--- config.mk ---
export PLATFORM = sky130hd
export DESIGN_NAME = signed_integer_to_ascii_radix
export DESIGN_NICKNAME = d
export VERILOG_FILES = /design/src/sv/sitoa_pkg.sv /design/src/sv/sitoa_divider.sv /design/src/sv/sitoa_digit_ram.sv /design/src/sv/signed_integer_to_ascii_radix.sv
export VERILOG_INCLUDE_DIRS = /design/src /design/src/sv
export SDC_FILE = /design/constraint.sdc
export NUM_CORES = 1
export LEC_CHECK = 0
export BUFFER_PORTS_ARGS = -buffer_cell sky130_fd_sc_hd__buf_2
export CORE_MARGIN = 10
export CORE_UTILIZATION = 31
export CTS_BUF_LIST = sky130_fd_sc_hd__clkbuf_16
export DETAILED_ROUTE_END_ITERATION = 10
export PLACE_DENSITY = 0.45
export REMOVE_ABC_BUFFERS = 1
export SYNTH_ARGS = -nofsm -noshare
export SYNTH_HDL_FRONTEND = slang
export SYNTH_HIERARCHICAL = 1
export SYNTH_SLANG_ARGS = --single-unit
--- constraint.sdc ---
create_clock -name clock -period 5.7 [get_ports clock]
set_input_delay 0.57 -clock clock [delete_from_list [all_inputs] [get_ports clock]]
set_output_delay 0.57 -clock clock [all_outputs]
set_load 0.02 [all_outputs]
--- src/sv/signed_integer_to_ascii_radix_defines.svh ---
// assertion macros shared by the conversion block
`ifndef SIGNED_INTEGER_TO_ASCII_RADIX_DEFINES_SVH
`define SIGNED_INTEGER_TO_ASCII_RADIX_DEFINES_SVH

// same-cycle implication, checked out of reset
`define SITOA_ASSERT_IMPL(label, clk, rst, ante, cons) \
   label: assert property (@(posedge clk) disable iff (rst) (ante) |-> (cons)) \
      else $error("sitoa assertion failed");

// next-cycle implication, checked out of reset
`define SITOA_ASSERT_NEXT(label, clk, rst, ante, cons) \
   label: assert property (@(posedge clk) disable iff (rst) (ante) |=> (cons)) \
      else $error("sitoa assertion failed");

`endif

--- src/sv/sitoa_pkg.sv ---
`default_nettype none

package sitoa_pkg;

   // parameter defaults
   localparam int VALUE_WIDTH_DEF = 32;
   localparam int MAX_DIGITS_DEF  = 32;

   // field widths
   localparam int RADIX_W    = 5;
   localparam int DIGIT_W    = 4;
   localparam int CHAR_W     = 8;
   localparam int LEN_W      = 6;
   localparam int RSP_DATA_W = 16;

   // radix register
   localparam logic [RADIX_W-1:0] RADIX_RESET = 5'd10;
   localparam logic [RADIX_W-1:0] RADIX_MIN   = 5'd2;
   localparam logic [RADIX_W-1:0] RADIX_MAX   = 5'd16;

   // character codes
   localparam logic [CHAR_W-1:0] ASCII_ZERO  = 8'd48;
   localparam logic [CHAR_W-1:0] ASCII_ALPHA = 8'd55;
   localparam logic [CHAR_W-1:0] ASCII_MINUS = 8'h2D;
   localparam logic [CHAR_W-1:0] CHAR_NONE   = 8'd0;
   localparam logic [DIGIT_W-1:0] DIGIT_TEN  = 4'd10;

   // divider status towards the sequencer
   typedef struct packed {
      logic busy;
      logic done;
      logic quo_zero;
   } div_status_type;

   // digit value to its ascii character
   function automatic logic [CHAR_W-1:0] digit_char(input logic [DIGIT_W-1:0] d);
      logic [CHAR_W-1:0] ext;
      ext = CHAR_W'(d);
      return (d < DIGIT_TEN) ? ASCII_ZERO + ext : ASCII_ALPHA + ext;
   endfunction

endpackage

`default_nettype wire

--- src/sv/sitoa_divider.sv ---
`default_nettype none

module sitoa_divider #(
   parameter int VALUE_WIDTH = sitoa_pkg::VALUE_WIDTH_DEF
) (
   input  wire logic                           clock,
   input  wire logic                           reset,
   input  wire logic                           start,
   input  wire logic [VALUE_WIDTH-1:0]         dividend,
   input  wire logic [sitoa_pkg::RADIX_W-1:0]  divisor,
   output logic [VALUE_WIDTH-1:0]              quotient,
   output logic [sitoa_pkg::DIGIT_W-1:0]       remainder,
   output sitoa_pkg::div_status_type           status
);
   import sitoa_pkg::*;

   localparam int CNT_W = $clog2(VALUE_WIDTH);

   logic [VALUE_WIDTH-1:0] quo_ff, quo_in;
   logic [DIGIT_W-1:0]     rem_ff, rem_in;
   logic [CNT_W-1:0]       cnt_ff, cnt_in;
   logic                   busy_ff, busy_in;
   logic                   done_ff, done_in;

   logic [RADIX_W-1:0] trial;
   logic [RADIX_W-1:0] diff;
   logic               ge;

   // one restoring step: bring down the next dividend bit
   assign trial = {rem_ff, quo_ff[VALUE_WIDTH-1]};
   assign diff  = trial - divisor;
   assign ge    = (trial >= divisor);

   // sequencing of the bit steps
   always_comb begin
      quo_in  = quo_ff;
      rem_in  = rem_ff;
      cnt_in  = cnt_ff;
      busy_in = busy_ff;
      done_in = 1'b0;
      if (start) begin
         quo_in  = dividend;
         rem_in  = '0;
         cnt_in  = CNT_W'(VALUE_WIDTH - 1);
         busy_in = 1'b1;
      end else if (busy_ff) begin
         quo_in = {quo_ff[VALUE_WIDTH-2:0], ge};
         rem_in = ge ? diff[DIGIT_W-1:0] : trial[DIGIT_W-1:0];
         if (cnt_ff == '0) begin
            busy_in = 1'b0;
            done_in = 1'b1;
         end else begin
            cnt_in = cnt_ff - 1'b1;
         end
      end
   end

   // control registers
   always_ff @(posedge clock) begin
      if (reset) begin
         busy_ff <= 1'b0;
         done_ff <= 1'b0;
      end else begin
         busy_ff <= busy_in;
         done_ff <= done_in;
      end
   end

   // datapath registers
   always_ff @(posedge clock) begin
      quo_ff <= quo_in;
      rem_ff <= rem_in;
      cnt_ff <= cnt_in;
   end

   assign quotient        = quo_ff;
   assign remainder       = rem_ff;
   assign status.busy     = busy_ff;
   assign status.done     = done_ff;
   assign status.quo_zero = (quo_ff == '0);

endmodule

`default_nettype wire

--- src/sv/sitoa_digit_ram.sv ---
`default_nettype none

module sitoa_digit_ram #(
   parameter int DEPTH  = sitoa_pkg::MAX_DIGITS_DEF,
   parameter int ADDR_W = $clog2(DEPTH)
) (
   input  wire logic                        clock,
   input  wire logic                        wr_en,
   input  wire logic [ADDR_W-1:0]           wr_addr,
   input  wire logic [sitoa_pkg::DIGIT_W-1:0] wr_data,
   input  wire logic [ADDR_W-1:0]           rd_addr,
   output logic [sitoa_pkg::DIGIT_W-1:0]    rd_data
);
   import sitoa_pkg::*;

   logic [DIGIT_W-1:0] mem [DEPTH];
   logic [DIGIT_W-1:0] rd_data_ff;

   // write port
   always_ff @(posedge clock) begin
      if (wr_en) begin
         mem[wr_addr] <= wr_data;
      end
   end

   // registered read port
   always_ff @(posedge clock) begin
      rd_data_ff <= mem[rd_addr];
   end

   assign rd_data = rd_data_ff;

endmodule

`default_nettype wire

--- src/sv/signed_integer_to_ascii_radix.sv ---
// Converts one signed VALUE_WIDTH-bit word on req_ into its text in the base held in the
// radix register (2 to 16, reset 10), one character per rsp_ word, most significant first:
// a leading '-' for negative values, then '0'-'9' and 'A'-'F'. The last character has
// rsp_tlast set and carries the text length plus one for a terminator; the terminator is not
// sent. A radix outside 2 to 16 gives a single word with character 0, length 0, tlast and
// tuser (bad radix) set. One word is converted at a time. Each digit comes from a bit-serial
// divider, one digit after another; then the characters go out one per cycle while the
// output is taken. The digit memory needs no clearing pass after reset. The radix may
// be written only while idle.
`default_nettype none
`include "signed_integer_to_ascii_radix_defines.svh"

module signed_integer_to_ascii_radix #(
   parameter int VALUE_WIDTH = sitoa_pkg::VALUE_WIDTH_DEF,
   parameter int MAX_DIGITS  = sitoa_pkg::MAX_DIGITS_DEF,
   localparam int REQ_DATA_W = ((VALUE_WIDTH + 7) / 8) * 8
) (
   input  wire logic                              clock,
   input  wire logic                              reset,
   // radix register write
   input  wire logic                              csr_valid,
   output logic                                   csr_ready,
   input  wire logic [sitoa_pkg::RADIX_W-1:0]     csr_data,
   // input words
   input  wire logic                              req_tvalid,
   output logic                                   req_tready,
   input  wire logic [REQ_DATA_W-1:0]             req_tdata,   // value, zero pad
   // output words
   output logic                                   rsp_tvalid,
   input  wire logic                              rsp_tready,
   output logic [sitoa_pkg::RSP_DATA_W-1:0]       rsp_tdata,   // character[7:0], length, pad
   output logic                                   rsp_tlast,
   output logic [0:0]                             rsp_tuser    // bad_radix
);
   import sitoa_pkg::*;

   localparam int CNT_W = $clog2(MAX_DIGITS + 1);
   localparam int IDX_W = $clog2(MAX_DIGITS);

   typedef enum logic [4:0] {
      ST_IDLE = 5'b00001,
      ST_ERR  = 5'b00010,
      ST_DIV  = 5'b00100,
      ST_SIGN = 5'b01000,
      ST_EMIT = 5'b10000
   } state_type;

   state_type          state_ff, state_in;
   logic [RADIX_W-1:0] radix_ff, radix_in;
   logic               neg_ff, neg_in;
   logic [CNT_W-1:0]   count_ff, count_in;
   logic [IDX_W-1:0]   idx_ff, idx_in;

   logic               rsp_valid_ff, rsp_valid_in;
   logic [CHAR_W-1:0]  rsp_char_ff, rsp_char_in;
   logic [LEN_W-1:0]   rsp_len_ff, rsp_len_in;
   logic               rsp_last_ff, rsp_last_in;
   logic               rsp_bad_ff, rsp_bad_in;

   logic [VALUE_WIDTH-1:0] req_value;
   logic [VALUE_WIDTH-1:0] magnitude;
   logic                   req_fire;
   logic                   radix_ok;
   logic                   slot_free;
   logic                   load;
   logic                   advance;
   logic [CNT_W-1:0]       count_next;
   logic [LEN_W-1:0]       len_total;

   logic                   div_start;
   logic [VALUE_WIDTH-1:0] div_dividend;
   logic [VALUE_WIDTH-1:0] div_quotient;
   logic [DIGIT_W-1:0]     div_remainder;
   div_status_type         div_stat;

   logic                   ram_wr_en;
   logic [IDX_W-1:0]       ram_rd_addr;
   logic [DIGIT_W-1:0]     ram_rd_data;

   // input decode
   assign req_value  = req_tdata[VALUE_WIDTH-1:0];
   assign magnitude  = req_value[VALUE_WIDTH-1] ? (~req_value + VALUE_WIDTH'(1)) : req_value;
   assign req_tready = (state_ff == ST_IDLE);
   assign req_fire   = req_tvalid && req_tready;
   assign radix_ok   = (radix_ff >= RADIX_MIN) && (radix_ff <= RADIX_MAX);
   assign slot_free  = !rsp_valid_ff || rsp_tready;
   assign count_next = count_ff + 1'b1;
   assign len_total  = LEN_W'(count_ff) + LEN_W'(neg_ff) + LEN_W'(1);

   // radix register
   assign csr_ready = 1'b1;
   assign radix_in  = (csr_valid && csr_ready) ? csr_data : radix_ff;

   // divider and digit memory
   sitoa_divider #(
      .VALUE_WIDTH (VALUE_WIDTH)
   ) u_divider (
      .clock     (clock),
      .reset     (reset),
      .start     (div_start),
      .dividend  (div_dividend),
      .divisor   (radix_ff),
      .quotient  (div_quotient),
      .remainder (div_remainder),
      .status    (div_stat)
   );

   sitoa_digit_ram #(
      .DEPTH  (MAX_DIGITS),
      .ADDR_W (IDX_W)
   ) u_digit_ram (
      .clock   (clock),
      .wr_en   (ram_wr_en),
      .wr_addr (count_ff[IDX_W-1:0]),
      .wr_data (div_remainder),
      .rd_addr (ram_rd_addr),
      .rd_data (ram_rd_data)
   );

   // read one entry ahead so the data follows idx_ff
   assign ram_rd_addr  = advance ? (idx_ff - 1'b1) : idx_ff;
   assign div_dividend = (state_ff == ST_IDLE) ? magnitude : div_quotient;

   // sequencer
   always_comb begin
      state_in    = state_ff;
      neg_in      = neg_ff;
      count_in    = count_ff;
      idx_in      = idx_ff;
      div_start   = 1'b0;
      ram_wr_en   = 1'b0;
      advance     = 1'b0;
      load        = 1'b0;
      rsp_char_in = rsp_char_ff;
      rsp_len_in  = rsp_len_ff;
      rsp_last_in = rsp_last_ff;
      rsp_bad_in  = rsp_bad_ff;
      unique case (state_ff)
         ST_IDLE: begin
            if (req_fire) begin
               if (radix_ok) begin
                  neg_in    = req_value[VALUE_WIDTH-1];
                  count_in  = '0;
                  div_start = 1'b1;
                  state_in  = ST_DIV;
               end else begin
                  state_in = ST_ERR;
               end
            end
         end
         ST_ERR: begin
            if (slot_free) begin
               load        = 1'b1;
               rsp_char_in = CHAR_NONE;
               rsp_len_in  = '0;
               rsp_last_in = 1'b1;
               rsp_bad_in  = 1'b1;
               state_in    = ST_IDLE;
            end
         end
         ST_DIV: begin
            if (div_stat.done) begin
               ram_wr_en = 1'b1;
               count_in  = count_next;
               if (!div_stat.quo_zero && (count_next < CNT_W'(MAX_DIGITS))) begin
                  div_start = 1'b1;
               end else begin
                  idx_in   = count_ff[IDX_W-1:0];
                  state_in = ST_SIGN;
               end
            end
         end
         ST_SIGN: begin
            if (!neg_ff) begin
               state_in = ST_EMIT;
            end else if (slot_free) begin
               load        = 1'b1;
               rsp_char_in = ASCII_MINUS;
               rsp_len_in  = (count_ff == '0) ? len_total : '0;
               rsp_last_in = (count_ff == '0);
               rsp_bad_in  = 1'b0;
               state_in    = ST_EMIT;
            end
         end
         ST_EMIT: begin
            if (slot_free) begin
               load        = 1'b1;
               rsp_char_in = digit_char(ram_rd_data);
               rsp_len_in  = (idx_ff == '0) ? len_total : '0;
               rsp_last_in = (idx_ff == '0);
               rsp_bad_in  = 1'b0;
               if (idx_ff == '0) begin
                  state_in = ST_IDLE;
               end else begin
                  advance = 1'b1;
                  idx_in  = idx_ff - 1'b1;
               end
            end
         end
         default: begin
            state_in = ST_IDLE;
         end
      endcase
   end

   // output word valid
   always_comb begin
      rsp_valid_in = rsp_valid_ff;
      if (load) begin
         rsp_valid_in = 1'b1;
      end else if (rsp_tready) begin
         rsp_valid_in = 1'b0;
      end
   end

   // control registers
   always_ff @(posedge clock) begin
      if (reset) begin
         state_ff     <= ST_IDLE;
         radix_ff     <= RADIX_RESET;
         neg_ff       <= 1'b0;
         count_ff     <= '0;
         rsp_valid_ff <= 1'b0;
      end else begin
         state_ff     <= state_in;
         radix_ff     <= radix_in;
         neg_ff       <= neg_in;
         count_ff     <= count_in;
         rsp_valid_ff <= rsp_valid_in;
      end
   end

   // payload registers
   always_ff @(posedge clock) begin
      idx_ff      <= idx_in;
      rsp_char_ff <= rsp_char_in;
      rsp_len_ff  <= rsp_len_in;
      rsp_last_ff <= rsp_last_in;
      rsp_bad_ff  <= rsp_bad_in;
   end

   // output word packing
   assign rsp_tvalid = rsp_valid_ff;
   assign rsp_tdata  = {{(RSP_DATA_W - CHAR_W - LEN_W){1'b0}}, rsp_len_ff, rsp_char_ff};
   assign rsp_tlast  = rsp_last_ff;
   assign rsp_tuser  = rsp_bad_ff;

   // checks
   `SITOA_ASSERT_IMPL(a_err_word, clock, reset, rsp_tvalid && rsp_tuser[0],
                      rsp_tlast && (rsp_tdata == '0))
   `SITOA_ASSERT_IMPL(a_done_in_div, clock, reset, div_stat.done, state_ff == ST_DIV)
   `SITOA_ASSERT_IMPL(a_idle_quiet, clock, reset, state_ff == ST_IDLE, !div_stat.busy)
   `SITOA_ASSERT_NEXT(a_last_to_idle, clock, reset,
                      (state_ff == ST_EMIT) && load && (idx_ff == '0), state_ff == ST_IDLE)

endmodule

`default_nettype wire

== Word-level counts from Yosys, hierarchy flattened ==
Memories as Yosys holds them, arrays and structs flattened. A register that Yosys moved wholly into a read port is not among the register bits.
Cells that the tools add are included.
Storage, ports and cells
  word-level logic and storage cells: 142
  memory bits (writable): 128
  input port bits: 42
  register bits: 82
  bits in latches: 0
  memories kept: 1
  bits in read-only memories: 0
  output and inout bits: 21
Cells by class
  add/sub/neg operators: 9
  muxes and demuxes: 67
  bitwise operators: 3
  div/mod/pow operators: 0
  multipliers: 0
  equal/unequal tests: 17
  shift-type cells: 0
  magnitude comparators: 5
  reductions and logical operators: 25
Memory list
  u_digit_ram.mem: depth 32, bits a word 4, rd ports 1, clocked after memory_dff 1, wr ports 1, RTL line sitoa_digit_ram.sv:16  | logic [DIGIT_W-1:0] mem [DEPTH];
Operators by type and width (number)
  $mux 32: 4
  $mux 5: 13
  $mux 6: 9
  $add 32x1->32 const B: 1
  $logic_not 32->1: 1
  $mux 8: 4
  $not 32->32: 1
  $mux 1: 25
  $pmux 5 s5: 1
  $pmux 8 s3: 1
  $pmux 6 s3: 1
  $ne 2x2->1 const B: 8
  $add 6x4->7 const A: 2
  $add 6x1->6 const B: 2
  $pmux 6 s2: 1
  $logic_not 5->1: 2
  $pmux 5 s2: 1
  $reduce_and 5->1: 2
  $sub 5x1->5 const B: 2
  $reduce_bool 2->1: 4
  $mux 7: 1
  $reduce_and 7->1: 1
  $add 6x1->6: 1
  $logic_not 6->1: 1
  other kinds (27): 37

== Logic depth before layout (Yosys ltp) ==
Gate-level depths: netlist (run 1).
  depth after elaboration: 8
  depth in mapped cells: 11
  depth with buffers taken out: 9

== Modules after synthesis ==
Netlist (run 1), hierarchy kept.
By module, submodules not included
  sitoa_digit_ram: times used 1, area an instance 5138.7 um2, cells each 231, seq. area each 3923.8 um2
  signed_integer_to_ascii_radix: times used 1, area an instance 2987.9 um2, cells each 376, seq. area each 960.9 um2
  sitoa_divider: times used 1, area an instance 2085.8 um2, cells each 153, seq. area each 1181.1 um2

== Worst setup path after synthesis (run 1) ==
OpenSTA, ideal clock, no wires.
  path type: register to register
  start: register idx_ff[0]
  end: register u_digit_ram.rd_data_ff[0] (netlist: u_digit_ram/rd_data[0]), read port of u_digit_ram.mem
  slack: 2479 ps
  stages on the path, launching flop included: 12
  data required time: 5579 ps
  clock period less this slack: 3221 ps
  buffers on the path: 2
  arrival time: 3101 ps
  setup time: 121 ps
  path through: edfxtp_1 > inv_1 > ha_1 > nor4b_1 > nor4b_2 > nand2_1 > xnor2_1 > buf_2 > buf_6 > mux4_2 > mux4_2 > mux2_2
Between the ends
  word-level cells in the longest chain between the ends: 5
  elaborated cells between the ends (all ways): 6
  classes of those cells: add/sub (1); mux (4); reduce/logical (1)
RTL lines
  start: declaration: RTL line signed_integer_to_ascii_radix.sv:52  | logic [IDX_W-1:0] idx_ff, idx_in;
  start signal: assignment: RTL line signed_integer_to_ascii_radix.sv:235  | idx_ff <= idx_in;
  $logic_not 5->1: RTL line signed_integer_to_ascii_radix.sv:192  | if (idx_ff == '0) begin
  $mux 1: RTL line signed_integer_to_ascii_radix.sv:192
  $mux 1: RTL line signed_integer_to_ascii_radix.sv:186  | if (slot_free) begin
  $mux 1: RTL line signed_integer_to_ascii_radix.sv:138  | unique case (state_ff)
  $mux 5 *: RTL line signed_integer_to_ascii_radix.sv:121  | assign ram_rd_addr = advance ? (idx_ff - 1'b1) : idx_ff;
  via ram_rd_addr[0]: RTL line signed_integer_to_ascii_radix.sv:77  | logic [IDX_W-1:0] ram_rd_addr;
  end: declaration: RTL line sitoa_digit_ram.sv:17  | logic [DIGIT_W-1:0] rd_data_ff;
The timed path passes the listed nets; every way through them passes the cells marked *.
A chain may end at the register's enable or synchronous reset.

== Worst setup path in the final report (run 1) ==
Same ends and word-level chain as after synthesis.

==> impl_metrics.json, run 1 <==
{
  "power_density_mw_per_mm2": 364,
  "nets": 875,
  "insertion_delay_ns": 0.52,
  "swShare_pct": 25.4,
  "via_per_inst": 4.80,
  "grt_max_degree": 66,
  "crit_path_end_kind": "register",
  "die_h_um": 201,
  "ioPinCount": 63,
  "firstDrtPassIters": 5,
  "fmax_mhz": 260,
  "cp.required_ns": 6.10,
  "fillers": 3195,
  "tightest_slew_ns": 1.11,
  "syn2layout_area_growth_pct": 15.8,
  "internal_power_w": 0.00321,
  "final_cell_mix": "edfxtp_1, nand2_1, nor2_1",
  "clockBufferDepth": 3,
  "fin_skew_ns": 0.0140,
  "hold_violations": 0,
  "setup_violations": 0,
  "h-tree-depth": 1,
  "cpMostUsedCell": "mux4_2",
  "netlist_instances": 759,
  "clock_power_share_pct": 38.4,
  "total_leakage_power_nw": 4.03,
  "slowest_stage": "mux4_2",
  "maxSlewViolCount": 0,
  "drt.antenna.violating_nets": 0,
  "initial_core_util_pct": 31.4,
  "mostFrequentLayoutCell": "edfxtp_1",
  "min_path_type": "primary input to register",
  "antenna_cells": 0,
  "seqPwrFrac_pct": 46.9,
  "drive_gt1_share_pct": 24.2,
  "p_sw_w": 0.00110,
  "power_frac_comb_pct": 14.7,
  "grt_pass1_wl_mm": 37.3,
  "ctsRootBufferMaster": "clkbuf_16",
  "grt_pass1_vias": 6314,
  "antenna_found_initial": 0,
  "cp_num_buf_inv": 2,
  "cts_resized": 0,
  "holdBufCountCts": 0,
  "cts_made_buffers": 26,
  "gp_congestion": 0.757,
  "drv_cap": 0,
  "numPortBuffers": 58,
  "netlist_area_mm2": 0.0102,
  "max_stage_delay_ns": 0.59,
  "postLayoutCoreUtil_pct": 36.3,
  "status": "finished clean",
  "first_iter_violations": 365,
  "row_count": 66,
  "slew-limit-headroom_pct": 25.6,
  "crit_chain": "inv_1 -> ha_1 -> nor4b_1 -> nor4b_2 -> nand2_1 -> xnor2_2 -> buf_4 -> mux4_2 -> mux4_2 -> mux2_2",
  "cts_tree": "built",
  "grt_use_total_pct": 11.4,
  "dieArea_mm2": 0.0406,
  "cts.sinks": 213,
  "crit_type": "register to register",
  "cp_data_arrival_time_ns": 4.24,
  "coreArea_mm2": 0.0325,
  "clkTransAtPathRegs_ns": 0.05,
  "layout_setup_ws_ns": 1.86,
  "syn_area_per_cell_um2": 13.4,
  "chipWidth_um": 201,
  "drc": 0,
  "crit_fanout": 32,
  "crit_family": "multiplexers",
  "fin_crit_ns": 3.84,
  "fin_crit_sh_pct": 67.4,
  "hpwl_mm": 16.3,
  "pre_cts_ws_ns": 1.78,
  "num_vias": 6124,
  "overflow": 0,
  "critPathLaunchType": "register",
  "rsz0062_at_grt": "no",
  "drt-wirelength-per-cell_um": 18.5,
  "yosys_warnings": 6,
  "cts_setup_buffers": 0,
  "irDropWorstVdd_mv": 0.213,
  "drt-total-wl_mm": 23.6
}
[layout make-up]
cell class	instances	area [um^2]	share of cell area, %
Clock inverter	17	184	1.56
Sequential cell	213	6070	51.3
Inverter	25	93.8	0.794
Timing Repair Buffer	67	358	3.03
Clock buffer	27	676	5.72
Tap cell	442	553	4.68
Multi-Input combinational cell	485	3880	32.9
[final timing paths]
path | startpoint | end | slack (ns) | cells past startpoint
setup / recovery | idx_ff[0] | u_digit_ram/rd_data[0] | 1.86 | 10
hold / removal | csr_data[3] | radix_ff[3] | 0.28 | 3
setup reg to reg | idx_ff[0] | u_digit_ram/rd_data[0] | 1.86 | 10
hold reg to reg | radix_ff[3] | radix_ff[3] | 0.51 | 2
[metal layers]
| metal | routed length, um | track usage [%] | share of wire, % | up-vias |
|---|---|---|---|---|
| met4 | 387 | 2.85 | 1.6 | 0 |
| met5 | 0 | 0 | 0 | - |
| met1 | 11600 | 16.5 | 49 | 2977 |
| li1 | - | - | - | 2975 |
| met3 | 1020 | 1.69 | 4.3 | 28 |
| met2 | 10600 | 17.6 | 45 | 144 |
[state kept, by name, summed over array words and instances, names as in the netlist]
name,cells
rsp_tvalid,1
u_divider/cnt_ff,5
u_digit_ram/rd_data,4
rsp_char_ff,7
count_ff,6
state_ff,5
u_divider/busy_ff,1
rsp_tlast,1
u_divider/remainder,4
rsp_len_ff,6
idx_ff,5
u_divider/quotient,32
u_divider/done_ff,1
u_digit_ram/mem,128
radix_ff,5
rsp_tuser,1
neg_ff,1
[tightest hold or removal path, stage by stage]
cell and delay, ns:
buf_2 0.08, mux2i_1 0.06, nand2_1 0.05
[power by group through the flow]
stage,Clock (W),Sequential (W),Combinational (W)
finish,0.00165,0.00202,0.000634
global placement,0,0.00205,0.000647
CTS,0.00169,0.00202,0.000652
floorplan,0,0.00209,0.000369
detailed placement,0,0.00205,0.000654
global route,0.00176,0.00203,0.000725
[per-stage QoR]
step	power [W]	setup TNS [ns]	hold WS, ns	cell area [um^2]	std cells
after floorplan	0.00246	-0.323	0.462	10000	723
after global placement	0.00270	0	0.493	11000	1232
after detailed placement	0.00271	0	0.492	11000	1232
after CTS	0.00437	0	0.257	11800	1276
after global routing	0.00452	0	0.297	11800	1276
final	0.00431	0	0.279	11800	1276
(Power assumes the default switching activity.)
==> inputs of run 2 (changes only) <==
--- a/config.mk
+++ b/config.mk
@@ -11,7 +11,7 @@
 export CORE_UTILIZATION = 31
 export CTS_BUF_LIST = sky130_fd_sc_hd__clkbuf_16
 export DETAILED_ROUTE_END_ITERATION = 10
-export PLACE_DENSITY = 0.45
+export PLACE_DENSITY = 0.47
 export REMOVE_ABC_BUFFERS = 1
 export SYNTH_ARGS = -nofsm -noshare
 export SYNTH_HDL_FRONTEND = slang
==> constraint.sdc (replaced) <==
create_clock -name clock -period 3.1 [get_ports clock]
set_input_delay 0.31 -clock clock [delete_from_list [all_inputs] [get_ports clock]]
set_output_delay 0.31 -clock clock [all_outputs]
set_load 0.02 [all_outputs]
==> run 2 against run 1 <==
Setup slack got worse by 1.8 ns. Largest cell class unchanged. Utilization rose by 0.82 points. Critical path type unchanged. Sequential share of layout area fell by 1.1 points. Wire length rose by 4.5%. Via count rose by 3.0%. Critical endpoint unchanged. Clock power rose by 55%. Clock-buffer cell count fell by 2. First-iteration DRC count fell by 7.1%. Cell count rose by 2.7%. Maximum frequency rose by 27%.
==> impl_metrics.json, run 2 (synthesis results as in run 1) <==
{
  "status": "finished clean",
  "drt-total-wl_mm": 24.6,
  "cts_tree": "built",
  "total_leakage_power_nw": 4.21,
  "tightest_slew_ns": 0.796,
  "max_stage_delay_ns": 0.51,
  "hpwl_mm": 16.8,
  "top_register": "u_digit_ram/mem",
  "drt-wirelength-per-cell_um": 18.8,
  "postLayoutCoreUtil_pct": 37.1,
  "h-tree-depth": 1,
  "fmax_mhz": 330,
  "final_cell_mix": "edfxtp_1, nand2_1, nor2_1",
  "firstDrtPassIters": 4,
  "cpMostUsedCell": "mux4_2",
  "num_vias": 6307,
  "slew-limit-headroom_pct": 46.4,
  "cts_made_buffers": 25,
  "nets": 907,
  "fin_skew_ns": 0.00662,
  "drc": 0,
  "syn2layout_area_growth_pct": 18.4,
  "grt_use_total_pct": 12.0,
  "p_total_w": 0.00750,
  "row_count": 66,
  "largest_reg_flops": 128,
  "final_cells": 1310,
  "via_per_inst": 4.81,
  "drive_gt1_share_pct": 27.0,
  "crit_family": "multiplexers",
  "whs_ns": 0.0320,
  "fin_crit_ns": 3.03,
  "crit_start": "state_ff[3]",
  "worstReg2RegEnd": "u_digit_ram/rd_data[0]",
  "r2r_setup_slack_ns": 0.07,
  "crit_type": "register to register",
  "dieArea_mm2": 0.0406,
  "drt.antenna.violating_nets": 0,
  "endpoint": "u_digit_ram/rd_data[0]",
  "dp.cells": 1259,
  "grt_max_degree": 65,
  "coreArea_mm2": 0.0325,
  "overflow": 0,
  "crit_fanout": 8,
  "insertion_delay_ns": 0.51,
  "cp_data_arrival_time_ns": 3.42,
  "clockBufferDepth": 3,
  "numPortBuffers": 58,
  "antenna_found_initial": 0,
  "grt_pass1_wl_mm": 38.9,
  "critPathLaunchType": "register",
  "grt_pass1_vias": 6477,
  "min_path_type": "primary input to register",
  "slowest_stage": "mux4_2",
  "setup_violations": 0,
  "maxSlewViolCount": 0,
  "cp.required_ns": 3.50,
  "gp_congestion": 0.775,
  "hold_violations": 0,
  "cp.depth": 9,
  "clkTransAtPathRegs_ns": 0.06,
  "first_iter_violations": 339,
  "cp_num_buf_inv": 2,
  "die_h_um": 201,
  "fin_crit_sh_pct": 97.6,
  "antenna_cells": 0,
  "chipWidth_um": 201,
  "initial_core_util_pct": 31.4,
  "r2r_cells": 9,
  "mostFrequentLayoutCell": "edfxtp_1",
  "cts.sinks": 213,
  "crit_chain": "or3_4 -> nor4b_4 -> nand2_2 -> xnor2_2 -> buf_6 -> buf_12 -> mux4_2 -> mux4_2 -> mux2_4",
  "drv_cap": 0,
  "power_density_mw_per_mm2": 621,
  "ctsRootBufferMaster": "clkbuf_16",
  "fillers": 3170,
  "rsz0062_at_grt": "yes",
  "crit_path_end_kind": "register",
  "ioPinCount": 63,
  "timing.rr.start": "state_ff[3]",
  "irDropWorstVdd_mv": 0.347
}
## run 2: metrics by stage
step | instance area, um^2 | TNS [ns] | setup WS (ns)
final | 12100 | 0 | 0.0737
after global routing | 12100 | -0.0826 | -0.0278
after CTS | 12100 | 0 | 0.0131
after detailed placement | 11200 | -0.562 | -0.145
after global placement | 11200 | -0.339 | -0.0874
after floorplan | 10000 | -74.45 | -2.68
## run 2: metal layers
| layer | global-route usage, % | up-vias | share of wire (%) |
|---|---|---|---|
| li1 | - | 3041 | - |
| met1 | 17.6 | 3108 | 49 |
| met2 | 18.1 | 126 | 45 |
| met3 | 1.88 | 32 | 4.6 |
| met4 | 2.95 | 0 | 1.7 |
| met5 | 0 | - | 0 |
## run 2: layout make-up
class / instances / area [um^2] / area share [%]
timing repair buffer: 100 / 726 / 6.01
clock buffer: 25 / 626 / 5.18
multi-input combinational: 485 / 3930 / 32.5
tap: 442 / 553 / 4.58
sequential: 213 / 6070 / 50.2
clock inverter: 20 / 85.1 / 0.704
inverter: 25 / 93.8 / 0.777
## run 2: worst min path at each step
stage                              from             endpoint  slack, ns  depth (start not counted)
floorplan                         reset           rsp_tvalid       0.38                          1
global placement    u_divider/cnt_ff[4]  u_divider/cnt_ff[4]       0.49                          2
detailed placement  u_divider/cnt_ff[4]  u_divider/cnt_ff[4]       0.49                          2
CTS                         csr_data[3]          radix_ff[3]     0.0009                          3
global route                csr_data[3]          radix_ff[3]       0.03                          3
finish                      csr_data[3]          radix_ff[3]       0.03                          3
## run 2: repair_timing
item / 4_1_cts / 5_1_grt
hold buffers: 1 / 0
gates cloned: 3 / 0
setup buffers: 2 / 1
gates resized for setup: 13 / 2
setup endpoints to repair: 4 / 4
pin swaps: 3 / 4
endpoints found under the hold margin: 1 / 0
## run 2: tightest hold or removal path: stages
cell	delay [ns]
buf_2	0.08
mux2i_1	0.06
nand2_1	0.06
## run 2: report_power, final
group / internal, W / switching (W)
Combinational: 0.000480 / 0.000754
Sequential: 0.00357 / 0.000138
Clock: 0.00145 / 0.00111
Total: 0.00550 / 0.00200
==> inputs of run 3 (changes only) <==
--- a/config.mk
+++ b/config.mk
@@ -11,7 +11,6 @@
 export CORE_UTILIZATION = 31
 export CTS_BUF_LIST = sky130_fd_sc_hd__clkbuf_16
 export DETAILED_ROUTE_END_ITERATION = 10
-export PLACE_DENSITY = 0.47
 export REMOVE_ABC_BUFFERS = 1
 export SYNTH_ARGS = -nofsm -noshare
 export SYNTH_HDL_FRONTEND = slang
==> constraint.sdc (replaced) <==
create_clock -name clock -period 3.45 [get_ports clock]
set_input_delay 0.345 -clock clock [delete_from_list [all_inputs] [get_ports clock]]
set_output_delay 0.345 -clock clock [all_outputs]
set_load 0.02 [all_outputs]
==> run 3 against run 2 <==
Global-route usage decreased by 0.87 points. Wire length decreased by 6.5%. Sequential power decreased by 10%. Sequential share of layout area increased by 1.2 points.
==> impl_metrics.json, run 3 (synthesis results as in run 1) <==
{
  "total_leakage_power_nw": 4.03,
  "largest_reg_flops": 128,
  "hpwl_mm": 15.8,
  "crit_fanout": 16,
  "crit_chain": "inv_1 -> ha_1 -> nor4b_1 -> buf_4 -> nor4b_2 -> nand2_2 -> xnor2_4 -> clkbuf_16 -> mux4_2 -> mux4_2 -> mux2_2",
  "via_per_inst": 4.96,
  "cp.required_ns": 3.86,
  "h-tree-depth": 1,
  "num_vias": 6358,
  "drc": 0,
  "setup_violations": 0,
  "clkTransAtPathRegs_ns": 0.06,
  "gp_congestion": 0.804,
  "nets": 884,
  "crit_type": "register to register",
  "power_frac_comb_pct": 15.9,
  "timing.rr.start": "idx_ff[1]",
  "cp.depth": 11,
  "cts_tree": "built",
  "firstDrtPassIters": 5,
  "maxSlewViolCount": 0,
  "insertion_delay_ns": 0.52,
  "drt-wirelength-per-cell_um": 18.0,
  "crit_start": "idx_ff[1]",
  "regArea_mm2": 0.00607,
  "dieArea_mm2": 0.0406,
  "power_density_mw_per_mm2": 564,
  "row_count": 66,
  "antenna_found_initial": 0,
  "fmax_mhz": 303,
  "endpoint": "u_digit_ram/rd_data[3]",
  "clockBufferDepth": 3,
  "drv_cap": 0,
  "internal_power_w": 0.00489,
  "p_sw_w": 0.00175,
  "postLayoutCoreUtil_pct": 36.2,
  "final_cell_mix": "edfxtp_1, nand2_1, nor2_1",
  "ctsRootBufferMaster": "clkbuf_16",
  "crit_path_end_kind": "register",
  "rsz0062_at_grt": "no",
  "worstReg2RegEnd": "u_digit_ram/rd_data[3]",
  "drive_gt1_share_pct": 24.7,
  "fin_crit_ns": 3.30,
  "top_register": "u_digit_ram/mem",
  "grt_pass1_vias": 6463,
  "cp_data_arrival_time_ns": 3.71,
  "fin_crit_sh_pct": 95.7,
  "r2r_setup_slack_ns": 0.15,
  "chipWidth_um": 201,
  "drt.antenna.violating_nets": 0,
  "slowest_stage": "mux4_2",
  "clock_power_share_pct": 34.0,
  "cts_made_buffers": 23,
  "overflow": 0,
  "cpMostUsedCell": "mux4_2",
  "numPortBuffers": 58,
  "syn2layout_area_growth_pct": 15.6,
  "grt_use_total_pct": 11.1,
  "dp.cells": 1243,
  "critPathLaunchType": "register",
  "cts.sinks": 213,
  "hold_violations": 0,
  "drt-total-wl_mm": 23.0,
  "initial_core_util_pct": 31.4,
  "max_stage_delay_ns": 0.51,
  "cts_setup_buffers": 0,
  "die_h_um": 201,
  "r2r_cells": 11,
  "grt_max_degree": 65,
  "tightest_slew_ns": 0.865,
  "mostFrequentLayoutCell": "edfxtp_1",
  "antenna_cells": 0,
  "slew-limit-headroom_pct": 41.7,
  "seqPwrFrac_pct": 50.1,
  "final_cells": 1283,
  "fin_skew_ns": 0.0223,
  "ioPinCount": 63,
  "status": "finished clean",
  "grt_pass1_wl_mm": 37.1,
  "swShare_pct": 26.4,
  "irDropWorstVdd_mv": 0.324,
  "multiInputGateArea_mm2": 0.00390,
  "first_iter_violations": 429,
  "min_path_type": "primary input to register",
  "coreArea_mm2": 0.0325,
  "crit_family": "multiplexers",
  "cp_num_buf_inv": 3,
  "fillers": 3171
}
run 3: changes by cell type in the layout (fill, tap and decap cells not counted), sizes merged:
cell	previous run	this run
buf	99	78
inv	34	29
dlygate4sd3	1	0
clkinvlp	0	1
bufinv	0	1
clkinv	11	10
clkbuf	25	24
run 3: power by group through the flow:
stage                     logic [W]  clock network, W  registers (W)
after global routing        0.00120           0.00243        0.00336
final                       0.00106           0.00226        0.00333
after detailed placement    0.00108                 0        0.00339
after global placement      0.00106                 0        0.00338
after CTS                   0.00108           0.00231        0.00333
after floorplan            0.000610                 0        0.00345
run 3: worst min-delay path by stage:
stage	from	depth (start not counted)	slack, ns	to
final	csr_data[3]	3	0.08	radix_ff[3]
after global routing	csr_data[1]	3	0.07	radix_ff[1]
after CTS	csr_data[3]	3	0.06	radix_ff[3]
after detailed placement	u_divider/cnt_ff[4]	2	0.49	u_divider/cnt_ff[4]
after global placement	u_divider/cnt_ff[4]	2	0.49	u_divider/cnt_ff[4]
after floorplan	reset	1	0.41	rsp_tvalid
run 3: per-layer routing:
layer | track usage, % | vias to the layer above | wire, um | share of wire (%)
met3 | 2.30 | 23 | 1390 | 6.0
met1 | 16.1 | 3150 | 11000 | 48
met2 | 17.2 | 178 | 10400 | 45
li1 | - | 3007 | - | -
met4 | 1.66 | 0 | 248 | 1.1
met5 | 0 | - | 0 | 0
run 3: metrics by stage:
step / area (um^2) / setup TNS, ns / hold WS (ns) / setup WS (ns) / total power (W)
finish: 11800 / 0 / 0.0844 / 0.150 / 0.00665
floorplan: 10000 / -46.97 / 0.414 / -2.33 / 0.00406
detailed placement: 11100 / 0 / 0.488 / 0.151 / 0.00447
CTS: 11800 / 0 / 0.0621 / 0.137 / 0.00673
global placement: 11100 / 0 / 0.490 / 0.212 / 0.00444
global route: 11800 / 0 / 0.0717 / 0.0112 / 0.00699
run 3: what timing repair did:
| action | 4_1_cts | 5_1_grt |
|---|---|---|
| resized for setup | 0 | 4 |
| hold buffers | 0 | 0 |
| setup endpoints to repair | 0 | 2 |
| hold endpoints to repair | 0 | 0 |
run 3: cell type report:
| class | instances | area share, % |
|---|---|---|
| tap | 442 | 4.69 |
| clock inverter | 16 | 0.923 |
| sequential | 213 | 51.4 |
| timing repair buffer | 79 | 4.22 |
| multi-input combinational | 485 | 33.1 |
| inverter | 25 | 0.796 |
| clock buffer | 23 | 4.88 |
run 3: tightest hold or removal path: stages:
cell and delay, ns:
buf_2 0.09, mux2i_1 0.06, nand2_1 0.06
